### config.mk
export PLATFORM = sky130hd
export DESIGN_NAME = serial_line_editor_unit
export DESIGN_NICKNAME = d
export VERILOG_FILES = /design/src/rtl/sle_pkg.sv /design/src/rtl/sle_ram.sv /design/src/rtl/sle_ctrl.sv /design/src/rtl/sle_dpath.sv /design/src/rtl/serial_line_editor_unit.sv
export SDC_FILE = /design/constraint.sdc
export NUM_CORES = 1
export LEC_CHECK = 0
export BUFFER_PORTS_ARGS = -buffer_cell sky130_fd_sc_hd__buf_2
export CORE_UTILIZATION = 35
export DETAILED_ROUTE_END_ITERATION = 7
export PLACE_DENSITY = 0.59
export RECOVER_POWER = 50
export SYNTH_ARGS = -nofsm -noshare
export SYNTH_HDL_FRONTEND = slang
export SYNTH_SLANG_ARGS = --single-unit
### constraint.sdc
create_clock -name i_clk -period 12.41 [get_ports i_clk]
set_clock_uncertainty 0.1 [all_clocks]
set_input_delay 1.241 -clock i_clk [delete_from_list [all_inputs] [get_ports i_clk]]
set_output_delay 1.241 -clock i_clk [all_outputs]
set_load 0.01 [all_outputs]
### src/rtl/sle_pkg.sv
package sle_pkg;

    localparam int RING_DEPTH_DEF = 128;

    localparam logic [7:0] CH_CR  = 8'h0D;
    localparam logic [7:0] CH_LF  = 8'h0A;
    localparam logic [7:0] CH_BS  = 8'h08;
    localparam logic [7:0] CH_DEL = 8'h7F;
    localparam logic [7:0] CH_ETB = 8'h17;
    localparam logic [7:0] CH_NAK = 8'h15;
    localparam logic [7:0] CH_BEL = 8'h07;
    localparam logic [7:0] CH_SP  = 8'h20;
    localparam logic [7:0] CH_TAB = 8'h09;

    localparam logic [2:0] KIND_ECHO   = 3'd0;
    localparam logic [2:0] KIND_BELL   = 3'd1;
    localparam logic [2:0] KIND_ERASE  = 3'd2;
    localparam logic [2:0] KIND_CRLF   = 3'd3;
    localparam logic [2:0] KIND_DATA   = 3'd4;
    localparam logic [2:0] KIND_EMPTY  = 3'd5;
    localparam logic [2:0] KIND_REJECT = 3'd6;

    localparam logic [1:0] CNT_HOLD = 2'd0;
    localparam logic [1:0] CNT_CLR  = 2'd1;
    localparam logic [1:0] CNT_INC  = 2'd2;
    localparam logic [1:0] CNT_LEN  = 2'd3;

    typedef struct packed {
        logic       cap;
        logic       rd_at_w;
        logic       wr_char;
        logic       wr_lf;
        logic       w_inc;
        logic       w_dec;
        logic       w_load_r;
        logic       r_inc;
        logic       pend_set;
        logic [1:0] cnt_op;
        logic       emit;
        logic [2:0] kind;
    } t_cmd;

    typedef struct packed {
        logic act;
        logic pend;
        logic is_cr;
        logic is_bs;
        logic is_w;
        logic is_u;
        logic len_zero;
        logic full;
        logic blank;
    } t_stat;

    function automatic logic is_blank(input logic [7:0] c);
        return (c == CH_SP) || ((c >= CH_TAB) && (c <= CH_CR));
    endfunction

endpackage

### src/rtl/sle_ram.sv
module sle_ram #(
    parameter int WIDTH = 8,
    parameter int DEPTH = sle_pkg::RING_DEPTH_DEF
) (
    input  logic                     i_clk,
    input  logic                     i_we,
    input  logic [$clog2(DEPTH)-1:0] i_waddr,
    input  logic [WIDTH-1:0]         i_wdata,
    input  logic [$clog2(DEPTH)-1:0] i_raddr,
    output logic [WIDTH-1:0]         o_rdata
);

    logic [WIDTH-1:0] r_mem [DEPTH];
    logic [WIDTH-1:0] r_rdata;

    always_ff @(posedge i_clk) begin
        if (i_we) begin
            r_mem[i_waddr] <= i_wdata;
        end
        r_rdata <= r_mem[i_raddr];
    end

    assign o_rdata = r_rdata;

endmodule

### src/rtl/sle_ctrl.sv
module sle_ctrl (
    input  logic          i_clk,
    input  logic          i_rst_n,
    input  logic          start,
    input  sle_pkg::t_stat i_stat,
    output sle_pkg::t_cmd  o_cmd,
    output logic          busy
);

    localparam logic [2:0] S_IDLE   = 3'd0;
    localparam logic [2:0] S_EXEC   = 3'd1;
    localparam logic [2:0] S_RDWAIT = 3'd2;
    localparam logic [2:0] S_SCAN   = 3'd3;
    localparam logic [2:0] S_SCHK   = 3'd4;

    logic [2:0] r_state;
    logic [2:0] n_state;

    always_ff @(posedge i_clk) begin
        if (!i_rst_n) begin
            r_state <= S_IDLE;
        end else begin
            r_state <= n_state;
        end
    end

    assign busy = (r_state != S_IDLE);

    always_comb begin
        n_state = r_state;
        o_cmd   = '0;
        unique case (r_state)
            S_IDLE: begin
                if (start) begin
                    o_cmd.cap = 1'b1;
                    n_state   = S_EXEC;
                end
            end
            S_EXEC: begin
                n_state = S_IDLE;
                if (i_stat.act) begin
                    if (!i_stat.pend) begin
                        o_cmd.emit = 1'b1;
                        o_cmd.kind = sle_pkg::KIND_EMPTY;
                    end else begin
                        n_state = S_RDWAIT;
                    end
                end else if (i_stat.pend) begin
                    o_cmd.emit = 1'b1;
                    o_cmd.kind = sle_pkg::KIND_REJECT;
                end else if (i_stat.is_cr) begin
                    o_cmd.wr_lf    = 1'b1;
                    o_cmd.w_inc    = 1'b1;
                    o_cmd.pend_set = 1'b1;
                    o_cmd.emit     = 1'b1;
                    o_cmd.kind     = sle_pkg::KIND_CRLF;
                end else if (i_stat.is_bs) begin
                    o_cmd.emit = 1'b1;
                    if (i_stat.len_zero) begin
                        o_cmd.kind = sle_pkg::KIND_BELL;
                    end else begin
                        o_cmd.w_dec  = 1'b1;
                        o_cmd.cnt_op = sle_pkg::CNT_INC;
                        o_cmd.kind   = sle_pkg::KIND_ERASE;
                    end
                end else if (i_stat.is_w) begin
                    n_state = S_SCAN;
                end else if (i_stat.is_u) begin
                    o_cmd.cnt_op   = sle_pkg::CNT_LEN;
                    o_cmd.w_load_r = 1'b1;
                    o_cmd.emit     = 1'b1;
                    o_cmd.kind     = sle_pkg::KIND_ERASE;
                end else if (i_stat.full) begin
                    o_cmd.emit = 1'b1;
                    o_cmd.kind = sle_pkg::KIND_BELL;
                end else begin
                    o_cmd.wr_char = 1'b1;
                    o_cmd.w_inc   = 1'b1;
                    o_cmd.emit    = 1'b1;
                    o_cmd.kind    = sle_pkg::KIND_ECHO;
                end
            end
            S_RDWAIT: begin
                o_cmd.r_inc = 1'b1;
                o_cmd.emit  = 1'b1;
                o_cmd.kind  = sle_pkg::KIND_DATA;
                n_state     = S_IDLE;
            end
            S_SCAN: begin
                if (i_stat.len_zero) begin
                    o_cmd.emit = 1'b1;
                    o_cmd.kind = sle_pkg::KIND_ERASE;
                    n_state    = S_IDLE;
                end else begin
                    o_cmd.rd_at_w = 1'b1;
                    n_state       = S_SCHK;
                end
            end
            S_SCHK: begin
                if (i_stat.blank) begin
                    o_cmd.emit = 1'b1;
                    o_cmd.kind = sle_pkg::KIND_ERASE;
                    n_state    = S_IDLE;
                end else begin
                    o_cmd.w_dec  = 1'b1;
                    o_cmd.cnt_op = sle_pkg::CNT_INC;
                    n_state      = S_SCAN;
                end
            end
            default: begin
                n_state = S_IDLE;
            end
        endcase
    end

endmodule

### src/rtl/sle_dpath.sv
module sle_dpath #(
    parameter int RING_DEPTH = sle_pkg::RING_DEPTH_DEF
) (
    input  logic           i_clk,
    input  logic           i_rst_n,
    input  logic           i_action,
    input  logic [7:0]     i_rx_char,
    input  sle_pkg::t_cmd  i_cmd,
    output sle_pkg::t_stat o_stat,
    output logic           o_done,
    output logic [2:0]     o_kind,
    output logic [7:0]     o_out_char,
    output logic [6:0]     o_erase_count,
    output logic           o_line_ready
);

    localparam int AW = $clog2(RING_DEPTH);
    localparam logic [AW-1:0] LAST     = AW'(RING_DEPTH - 1);
    localparam logic [AW-1:0] FULL_LEN = AW'(RING_DEPTH - 2);

    logic          r_act;
    logic [7:0]    r_char;
    logic [AW-1:0] r_wpos;
    logic [AW-1:0] n_wpos;
    logic [AW-1:0] r_rpos;
    logic [AW-1:0] n_rpos;
    logic          r_pend;
    logic          n_pend;
    logic [AW-1:0] r_cnt;
    logic [AW-1:0] n_cnt;
    logic          r_done;
    logic [2:0]    r_kind;
    logic [7:0]    r_out_char;
    logic [6:0]    r_erase_count;
    logic          r_line_ready;
    logic [7:0]    n_out_char;

    logic [AW-1:0] w_next;
    logic [AW-1:0] w_prev;
    logic [AW-1:0] r_next;
    logic [AW-1:0] len;
    logic [AW-1:0] raddr;
    logic [7:0]    rdata;
    logic          we;
    logic [7:0]    wdata;

    assign w_next = (r_wpos == LAST) ? '0 : r_wpos + AW'(1);
    assign w_prev = (r_wpos == '0) ? LAST : r_wpos - AW'(1);
    assign r_next = (r_rpos == LAST) ? '0 : r_rpos + AW'(1);
    assign len    = (r_wpos >= r_rpos) ? r_wpos - r_rpos
                                       : r_wpos - r_rpos + AW'(RING_DEPTH);

    assign raddr = i_cmd.rd_at_w ? w_prev : r_rpos;
    assign we    = i_cmd.wr_char | i_cmd.wr_lf;
    assign wdata = i_cmd.wr_lf ? sle_pkg::CH_LF : r_char;

    sle_ram #(
        .WIDTH(8),
        .DEPTH(RING_DEPTH)
    ) u_ring (
        .i_clk  (i_clk),
        .i_we   (we),
        .i_waddr(r_wpos),
        .i_wdata(wdata),
        .i_raddr(raddr),
        .o_rdata(rdata)
    );

    assign o_stat.act      = r_act;
    assign o_stat.pend     = r_pend;
    assign o_stat.is_cr    = (r_char == sle_pkg::CH_CR);
    assign o_stat.is_bs    = (r_char == sle_pkg::CH_BS) || (r_char == sle_pkg::CH_DEL);
    assign o_stat.is_w     = (r_char == sle_pkg::CH_ETB);
    assign o_stat.is_u     = (r_char == sle_pkg::CH_NAK);
    assign o_stat.len_zero = (len == '0);
    assign o_stat.full     = (len >= FULL_LEN);
    assign o_stat.blank    = sle_pkg::is_blank(rdata);

    always_comb begin
        n_wpos = r_wpos;
        if (i_cmd.w_inc) begin
            n_wpos = w_next;
        end else if (i_cmd.w_dec) begin
            n_wpos = w_prev;
        end else if (i_cmd.w_load_r) begin
            n_wpos = r_rpos;
        end
        n_rpos = i_cmd.r_inc ? r_next : r_rpos;
        n_pend = r_pend;
        if (i_cmd.pend_set) begin
            n_pend = 1'b1;
        end else if (i_cmd.r_inc) begin
            n_pend = (r_next != r_wpos);
        end
        case (i_cmd.cnt_op)
            sle_pkg::CNT_CLR: n_cnt = '0;
            sle_pkg::CNT_INC: n_cnt = r_cnt + AW'(1);
            sle_pkg::CNT_LEN: n_cnt = len;
            default:          n_cnt = r_cnt;
        endcase
        unique case (i_cmd.kind)
            sle_pkg::KIND_ECHO: n_out_char = r_char;
            sle_pkg::KIND_BELL: n_out_char = sle_pkg::CH_BEL;
            sle_pkg::KIND_DATA: n_out_char = rdata;
            default:            n_out_char = '0;
        endcase
    end

    always_ff @(posedge i_clk) begin
        if (!i_rst_n) begin
            r_wpos <= '0;
            r_rpos <= '0;
            r_pend <= 1'b0;
            r_done <= 1'b0;
        end else begin
            r_wpos <= n_wpos;
            r_rpos <= n_rpos;
            r_pend <= n_pend;
            r_done <= i_cmd.emit;
        end
    end

    always_ff @(posedge i_clk) begin
        if (i_cmd.cap) begin
            r_act  <= i_action;
            r_char <= i_rx_char;
            r_cnt  <= '0;
        end else begin
            r_cnt <= n_cnt;
        end
        if (i_cmd.emit) begin
            r_kind        <= i_cmd.kind;
            r_out_char    <= n_out_char;
            r_erase_count <= (i_cmd.kind == sle_pkg::KIND_ERASE) ? 7'(n_cnt) : 7'd0;
            r_line_ready  <= n_pend;
        end
    end

    assign o_done        = r_done;
    assign o_kind        = r_kind;
    assign o_out_char    = r_out_char;
    assign o_erase_count = r_erase_count;
    assign o_line_ready  = r_line_ready;

endmodule

### src/rtl/serial_line_editor_unit.sv
// sequence: start is captured in idle, exec decides and the result is strobed from a register;
// read items add a read-wait state; word erase loops scan/check per char up to a blank
// throughput: busy falls in the cycle the result is strobed, so a new item may follow
// at once; one item is in flight at a time, the registered ring read paces the word erase
// reset: synchronous active-low, clears pointers, pending flag and controller, no clearing pass
// the receiver cannot stall: each result is shown for exactly one cycle on o_done
module serial_line_editor_unit #(
    parameter int RING_DEPTH = sle_pkg::RING_DEPTH_DEF
) (
    input  logic       i_clk,
    input  logic       i_rst_n,
    input  logic       start,
    output logic       busy,
    input  logic       i_action,
    input  logic [7:0] i_rx_char,
    output logic       o_done,
    output logic [2:0] o_kind,
    output logic [7:0] o_out_char,
    output logic [6:0] o_erase_count,
    output logic       o_line_ready
);

    sle_pkg::t_cmd  cmd;
    sle_pkg::t_stat stat;

    sle_ctrl u_ctrl (
        .i_clk  (i_clk),
        .i_rst_n(i_rst_n),
        .start  (start),
        .i_stat (stat),
        .o_cmd  (cmd),
        .busy   (busy)
    );

    sle_dpath #(
        .RING_DEPTH(RING_DEPTH)
    ) u_dpath (
        .i_clk        (i_clk),
        .i_rst_n      (i_rst_n),
        .i_action     (i_action),
        .i_rx_char    (i_rx_char),
        .i_cmd        (cmd),
        .o_stat       (stat),
        .o_done       (o_done),
        .o_kind       (o_kind),
        .o_out_char   (o_out_char),
        .o_erase_count(o_erase_count),
        .o_line_ready (o_line_ready)
    );

endmodule
Word-level counts from Yosys, hierarchy flattened:

Memories as Yosys holds them, arrays and structs flattened. A register that Yosys moved wholly into a read port is not among the register bits.
Cells that the tools add are included.

* add/sub/neg operators: 5
* magnitude comparators: 3
* equality and inequality tests: 20
* mux-type cells: 67
* bitwise gates (word level): 1
* reductions and logical operators: 9

Operators by type and width (number)
* $mux W7: 7
* $mux W3: 9
* $mux W1: 24
* $mux W4: 6
* $pmux W8 S3: 1
* $add A7 B1 Y7 const B: 3
* $pmux W7 S3: 1
* $mux W2: 10
* $eq A8 B4 Y1 const B: 2
* $eq A8 B5 Y1 const B: 2
* $pmux W4 S4: 1
* $eq A7 B7 Y1 const B: 2
* $logic_not A7 Y1: 2
* $mux W6: 2
* $pmux W3 S4: 1
* $mux W5: 2
* $eq A3 B2 Y1 const B: 3
* $eq A8 B6 Y1 const B: 1
* $eq A8 B7 Y1 const B: 1
* $ge A8 B4 Y1 const B: 1
* $le A8 B4 Y1 const B: 1
* $mux W8: 1
* $ge A7 B7 Y1 const B: 1
* $ne A7 B7 Y1: 1
* other kinds (14): 20

* bits in registers: 54
* bits in writable memories: 1024
* output and inout bits: 21
* memories: 1

Memory list
* u_dpath.u_ring.r_mem: depth 128, width 8, read ports 1, clocked after Yosys merged registers in 1, wr ports 1, line sle_ram.sv:13 `logic [WIDTH-1:0] r_mem [DEPTH];`

Longest topological paths before layout:

* depth in word-level cells: 13
* depth in mapped cells: 19
* mapped depth without buffers: 14

Cells and area by module:

From an unflattened synthesis, not the netlist that was laid out.

* cells, all modules: 2055
* area total of the unflattened synthesis: 43336.6 sq um

By module, submodules not included
* sle_ram: times used 1, cells an instance 1635, area each 39665.5 sq um, seq. area each 30909.6 sq um
* sle_dpath: times used 1, cells an instance 366, area each 3254.4 sq um, seq. area each 1301.2 sq um
* sle_ctrl: times used 1, cells an instance 54, area each 416.6 sq um, seq. area each 60.1 sq um

Least setup slack after synthesis:

No wires, ideal clock.

* path kind: register -> register
* start: register u_ctrl.r_state[0]
* end: memory u_dpath.u_ring.r_mem[0][0] (data pin)
* library setup time: 0.831 ns
* arrival time: 3.938 ns
* path slack: 7.541 ns
* cell stages (with the launch flop): 6
* buffers on the path: 0
* clock period less this slack: 4.869 ns
* cell sequence: dfxtp_1 > nor2b_1 > nor2b_1 > nand2_1 > nor2_1 > nor2b_1

* cells in the longest elaborated chain, start to end: 3

Ends and longest elaborated chain
* from (decl): line sle_ctrl.sv:16 `logic [2:0] r_state;`
* from (signal assigned): line sle_ctrl.sv:23 `r_state <= n_state;`
* $eq A3 B1 Y1: line sle_ctrl.sv:32 `unique case (r_state)`
* $mux W3: line sle_ctrl.sv:32
* $mux W8: line sle_dpath.sv:55 `assign wdata = i_cmd.wr_lf ? sle_pkg::CH_LF : r_char;`
* net u_dpath.u_ring.i_wdata[0]: line sle_ram.sv:8 `input logic [WIDTH-1:0] i_wdata,`
* to (decl): line sle_ram.sv:13

The timed path passes the listed nets, and every way through them passes these cells.

Worst setup path after layout:

* start: register u_dpath.r_char[3]
* end: memory u_dpath.u_ring.r_mem[57][1] (data pin)

* cells in the longest elaborated chain, start to end: 6

Ends and longest elaborated chain
* from (decl): line sle_dpath.sv:22 `logic [7:0] r_char;`
* from (signal assigned): line sle_dpath.sv:126 `r_char <= i_rx_char;`
* $eq A8 B4 Y1: line sle_dpath.sv:71 `assign o_stat.is_cr = (r_char == sle_pkg::CH_CR);`
* $mux W1: line sle_ctrl.sv:51 `end else if (i_stat.is_cr) begin`
* $mux W5: line sle_ctrl.sv:48 `end else if (i_stat.pend) begin`
* $mux W5: line sle_ctrl.sv:41 `if (i_stat.act) begin`
* $mux W3: line sle_ctrl.sv:32
* $mux W8: line sle_dpath.sv:55
* net u_dpath.u_ring.i_wdata[1]: line sle_ram.sv:8

The timed path passes the listed nets, and every way through them passes these cells.

==> results summary <==
Ranked by total cell area, the synthesized netlist is headed by sky130_fd_sc_hd__edfxtp_1, sky130_fd_sc_hd__mux2_2, sky130_fd_sc_hd__a221oi_1, sky130_fd_sc_hd__a222oi_1, sky130_fd_sc_hd__nor2_1. The clock latency of the later-clocked register in the worst-skew pair is 0.69 ns. Averaged over all synthesized cells, the footprint is 14.8 um2.

The die is 362 um wide. Counting distinct cell types in the post-synthesis netlist gives 66. The area overhead of the layout relative to synthesis is 12.1%. The setup total negative slack is 0 ns. The headroom to the max-slew limit is -200%. The residual DRC count came out at 0.

The count of routing violations after the opening detailed-route iteration is 3,481. The worst setup path is of the flop to flop kind. The H-tree level count is 3.

The placed instance count came out at 4,688. The standby leakage power came out at 0.0167 uW. The worst path uses 68.9% of the clock period. The final cell utilization of the core came out at 39.7%.

The number of storage elements in the synthesis netlist is 1,086. The antenna diode count is 0. Setup repair after global routing left no endpoint under its margin. TritonCTS built the clock tree.

The worst endpoint required time came out at 12.70 ns. The number of cells in the finished layout apart from fillers came out at 4,891. The final period demand of the worst path came out at 8.56 ns. The worst hold slack is 0.474 ns.

The first-pass GRT wire length came out at 184,000 um. The number of synthesized flops with an enable pin is 1,052. The initial cell density of the core is 35.4%. After layout, the design draws a total of 7460 uW.

The run finished, with violations left. Summed over all nets, the half-perimeter wirelength after detailed placement is 73,100 um. The worst hold path class is flop to flop. The count of buffers from port buffering is 32.

The hold-fix buffer count after cts is 0. The routed via count divided by cell count is 5.70. The worst reg-to-reg setup slack came out at 3.85 ns. Entering global routing, the biggest net connects 135 pins. The number of detailed-route iterations in the first pass came out at 8. The dominant register cell in the synthesized netlist is sky130_fd_sc_hd__edfxtp_1. The area share of the largest cell type after synthesis is 69.6%. For hold timing, the worst endpoint is u_dpath.r_rpos[1]. In the final routed layout, each cell accounts on average for 25.8 um. The number of setup buffers added after CTS is 0. For the worst setup path, the data arrival time is 8.84 ns. The number of warnings issued by yosys came out at 0. The final reports fail on capacitance limit, slew limit. The worst register-to-register path ends at u_dpath.u_ring.r_mem[57][1]. The die extent in y is 362 um. The number of buffers created by CTS came out at 112. The critical path launch point type is a flop. Sequential cells were found to cover 71.1% of the synthesized design area. The root buffer cell chosen for the clock tree is sky130_fd_sc_hd__clkbuf_16. The boundary pin count is 33. The capturing element type of the critical path is a flop. The max-slew violation count is 884. The number of cells on the worst hold path came out at 2. The number of antenna violations at the first check in global routing came out at 0. In this run the worst path has a maximum fanout of 69. Global routing used 18.8% of the available tracks.

In this run the deepest clock path goes through 3 buffers. After floorplanning, the core was sized to cover 128,000 um2. The number of failing hold endpoints at the final stage was 0. The worst-case reg-to-reg path depth is 6.

Setup violations remaining at the end of the flow were counted as 0. The number of nets in the final layout is 3,097. The number of fill cells came out at 11,800. Of all cell types, the one taking the most synthesized area is sky130_fd_sc_hd__edfxtp_1. The maximum achievable frequency came out at 0.117 GHz. The floorplan die area is 131,000 um2. The routability congestion estimate is 0.855. Clock-pin slew was measured on the worst setup and hold paths at 0.06 ns. The clock sink count came out at 1,086.

In this run, post-CTS repair resized a total of 0 instances. The number of global-route vias before repair came out at 26,600. The detail route stage leaves a number of antenna-violating nets equal to 0. The proportion of layout cells with a drive suffix above 1 came out at 13.1%.

The wire length reported by the detailed router is 126,000 um. The total vias in the final route came out at 27,900. The standard-cell row count is 131. The cell count after synthesis came out at 3,074. The post-synthesis net count came out at 3,098. The worst hold path begins at u_dpath.r_rpos[1]. The transition at the pin with the smallest max-transition slack came out at 4.50 ns.

The highest ir drop seen on vdd came out at 0.000119 V. The areal power density over the cells came out at 146 nW/um2. The number of maximum-capacitance violations came out at 14. The global route total overflow came out at 0. The post-synthesis instance area is 45,400 um2. The worst register-to-register path begins at u_dpath.r_char[3]. The async set-or-reset flop fraction in the synthesized netlist came out at 0%.
## worst max-delay path, stage by stage, from the launching register on
cell and delay [ns]:
sky130_fd_sc_hd__edfxtp_1 0.33, sky130_fd_sc_hd__clkbuf_1 2.32, sky130_fd_sc_hd__nand3b_1 0.37, sky130_fd_sc_hd__or2_2 0.46, sky130_fd_sc_hd__nor2_1 0.36, sky130_fd_sc_hd__or2_0 3.21
sky130_fd_sc_hd__buf_4 0.97
## final cells by class
type | instances | area, um2 | share of cell area, %
sequential | 1086 | 32300 | 63.4
inverter | 199 | 747 | 1.47
tap | 1729 | 2160 | 4.25
multi-input combinational | 1590 | 11800 | 23.1
clock buffer | 149 | 3020 | 5.94
timing repair buffer | 84 | 503 | 0.988
clock inverter | 54 | 448 | 0.880
## metrics by stage
stage | worst slack [ns] | instance area [um2]
floorplan | 7.54 | 45400
global placement | 5.38 | 47500
detailed placement | 5.39 | 47500
CTS | 5.34 | 51000
global route | 3.31 | 50900
finish | 3.85 | 50900
## registers in the layout, indices dropped and copies added, names as in the netlist, 3 cells and up
name and count:
u_dpath.r_char 8, u_dpath.r_wpos 7, u_dpath.o_out_char 8, u_ctrl.r_state 3
u_dpath.u_ring.o_rdata 8, u_dpath.o_kind 3, u_dpath.o_erase_count 7, u_dpath.u_ring.r_mem 1024
u_dpath.r_cnt 7, u_dpath.r_rpos 7
## cells in the mapped netlist, types with 11 or more instances
master                        n
sky130_fd_sc_hd__a21oi_1     27
sky130_fd_sc_hd__a221o_1     22
sky130_fd_sc_hd__a221oi_1   107
sky130_fd_sc_hd__a222oi_1    92
sky130_fd_sc_hd__a22o_1      96
sky130_fd_sc_hd__a22oi_1     98
sky130_fd_sc_hd__a31oi_1     12
sky130_fd_sc_hd__buf_1       28
sky130_fd_sc_hd__buf_2       23
sky130_fd_sc_hd__clkbuf_1   147
sky130_fd_sc_hd__dfxtp_1     34
sky130_fd_sc_hd__edfxtp_1  1052
sky130_fd_sc_hd__ha_1        11
sky130_fd_sc_hd__inv_1      199
sky130_fd_sc_hd__mux2_2     190
sky130_fd_sc_hd__mux2i_1     77
sky130_fd_sc_hd__nand2_1    169
sky130_fd_sc_hd__nand2b_1    14
sky130_fd_sc_hd__nand3_1     35
sky130_fd_sc_hd__nand4_1     36
sky130_fd_sc_hd__nor2_1     236
sky130_fd_sc_hd__nor2b_1     20
sky130_fd_sc_hd__nor3_1      42
sky130_fd_sc_hd__nor4_1      16
sky130_fd_sc_hd__o21a_1      20
sky130_fd_sc_hd__o21ai_0     36
sky130_fd_sc_hd__o221ai_1    91
sky130_fd_sc_hd__o22a_1      15
sky130_fd_sc_hd__o22ai_1     23
sky130_fd_sc_hd__or3_1       13
sky130_fd_sc_hd__xnor2_1     14
## power by group
group	switching [uW]	internal (uW)	total (uW)	leakage [uW]
logic	137	24.7	162	0.00526
registers	6.78	4050	4060	0.00975
clock network	1390	1840	3240	0.00170
total	1530	5920	7460	0.0167
## cell families after synthesis
family | synth area share, %
fa+ha+maj | 0.347
flops | 71.1
xor+xnor | 0.405
compound gates | 12.3
mux | 6.41
buf+inv | 3.36
simple gates | 6.11
## worst max-delay path by stage
| stage | startpoint | to | slack [ns] |
|---|---|---|---|
| global placement | u_dpath.r_rpos[0] | u_dpath.u_ring.o_rdata[6] | 5.38 |
| CTS | u_dpath.r_rpos[0] | u_dpath.u_ring.o_rdata[6] | 5.34 |
| detailed placement | u_dpath.r_rpos[0] | u_dpath.u_ring.o_rdata[6] | 5.39 |
| finish | u_dpath.r_char[3] | u_dpath.u_ring.r_mem[57][1] | 3.85 |
| floorplan | u_ctrl.r_state[0] | u_dpath.u_ring.r_mem[0][0] | 7.54 |
| global route | u_dpath.r_char[3] | u_dpath.u_ring.r_mem[30][1] | 3.31 |
## cell usage in the layout, fill, tap and decap left out, types with 40 or more instances in the layout
| master | instances |
|---|---|
| sky130_fd_sc_hd__a221oi_1 | 107 |
| sky130_fd_sc_hd__a222oi_1 | 92 |
| sky130_fd_sc_hd__a22o_1 | 96 |
| sky130_fd_sc_hd__a22oi_1 | 98 |
| sky130_fd_sc_hd__clkbuf_1 | 64 |
| sky130_fd_sc_hd__clkbuf_16 | 113 |
| sky130_fd_sc_hd__edfxtp_1 | 1052 |
| sky130_fd_sc_hd__inv_1 | 199 |
| sky130_fd_sc_hd__mux2_2 | 188 |
| sky130_fd_sc_hd__mux2i_1 | 75 |
| sky130_fd_sc_hd__nand2_1 | 169 |
| sky130_fd_sc_hd__nor2_1 | 234 |
| sky130_fd_sc_hd__nor3_1 | 40 |
| sky130_fd_sc_hd__o221ai_1 | 91 |
## layer usage
metal,global-route usage (%),vias up,wire (um)
met5,0,-,0
met4,6.01,0,3460
met3,2.89,201,9870
met2,29.8,1236,58600
met1,26.5,14200,54300
li1,-,12300,-
Note: power is estimated with default switching activity, not from simulation.
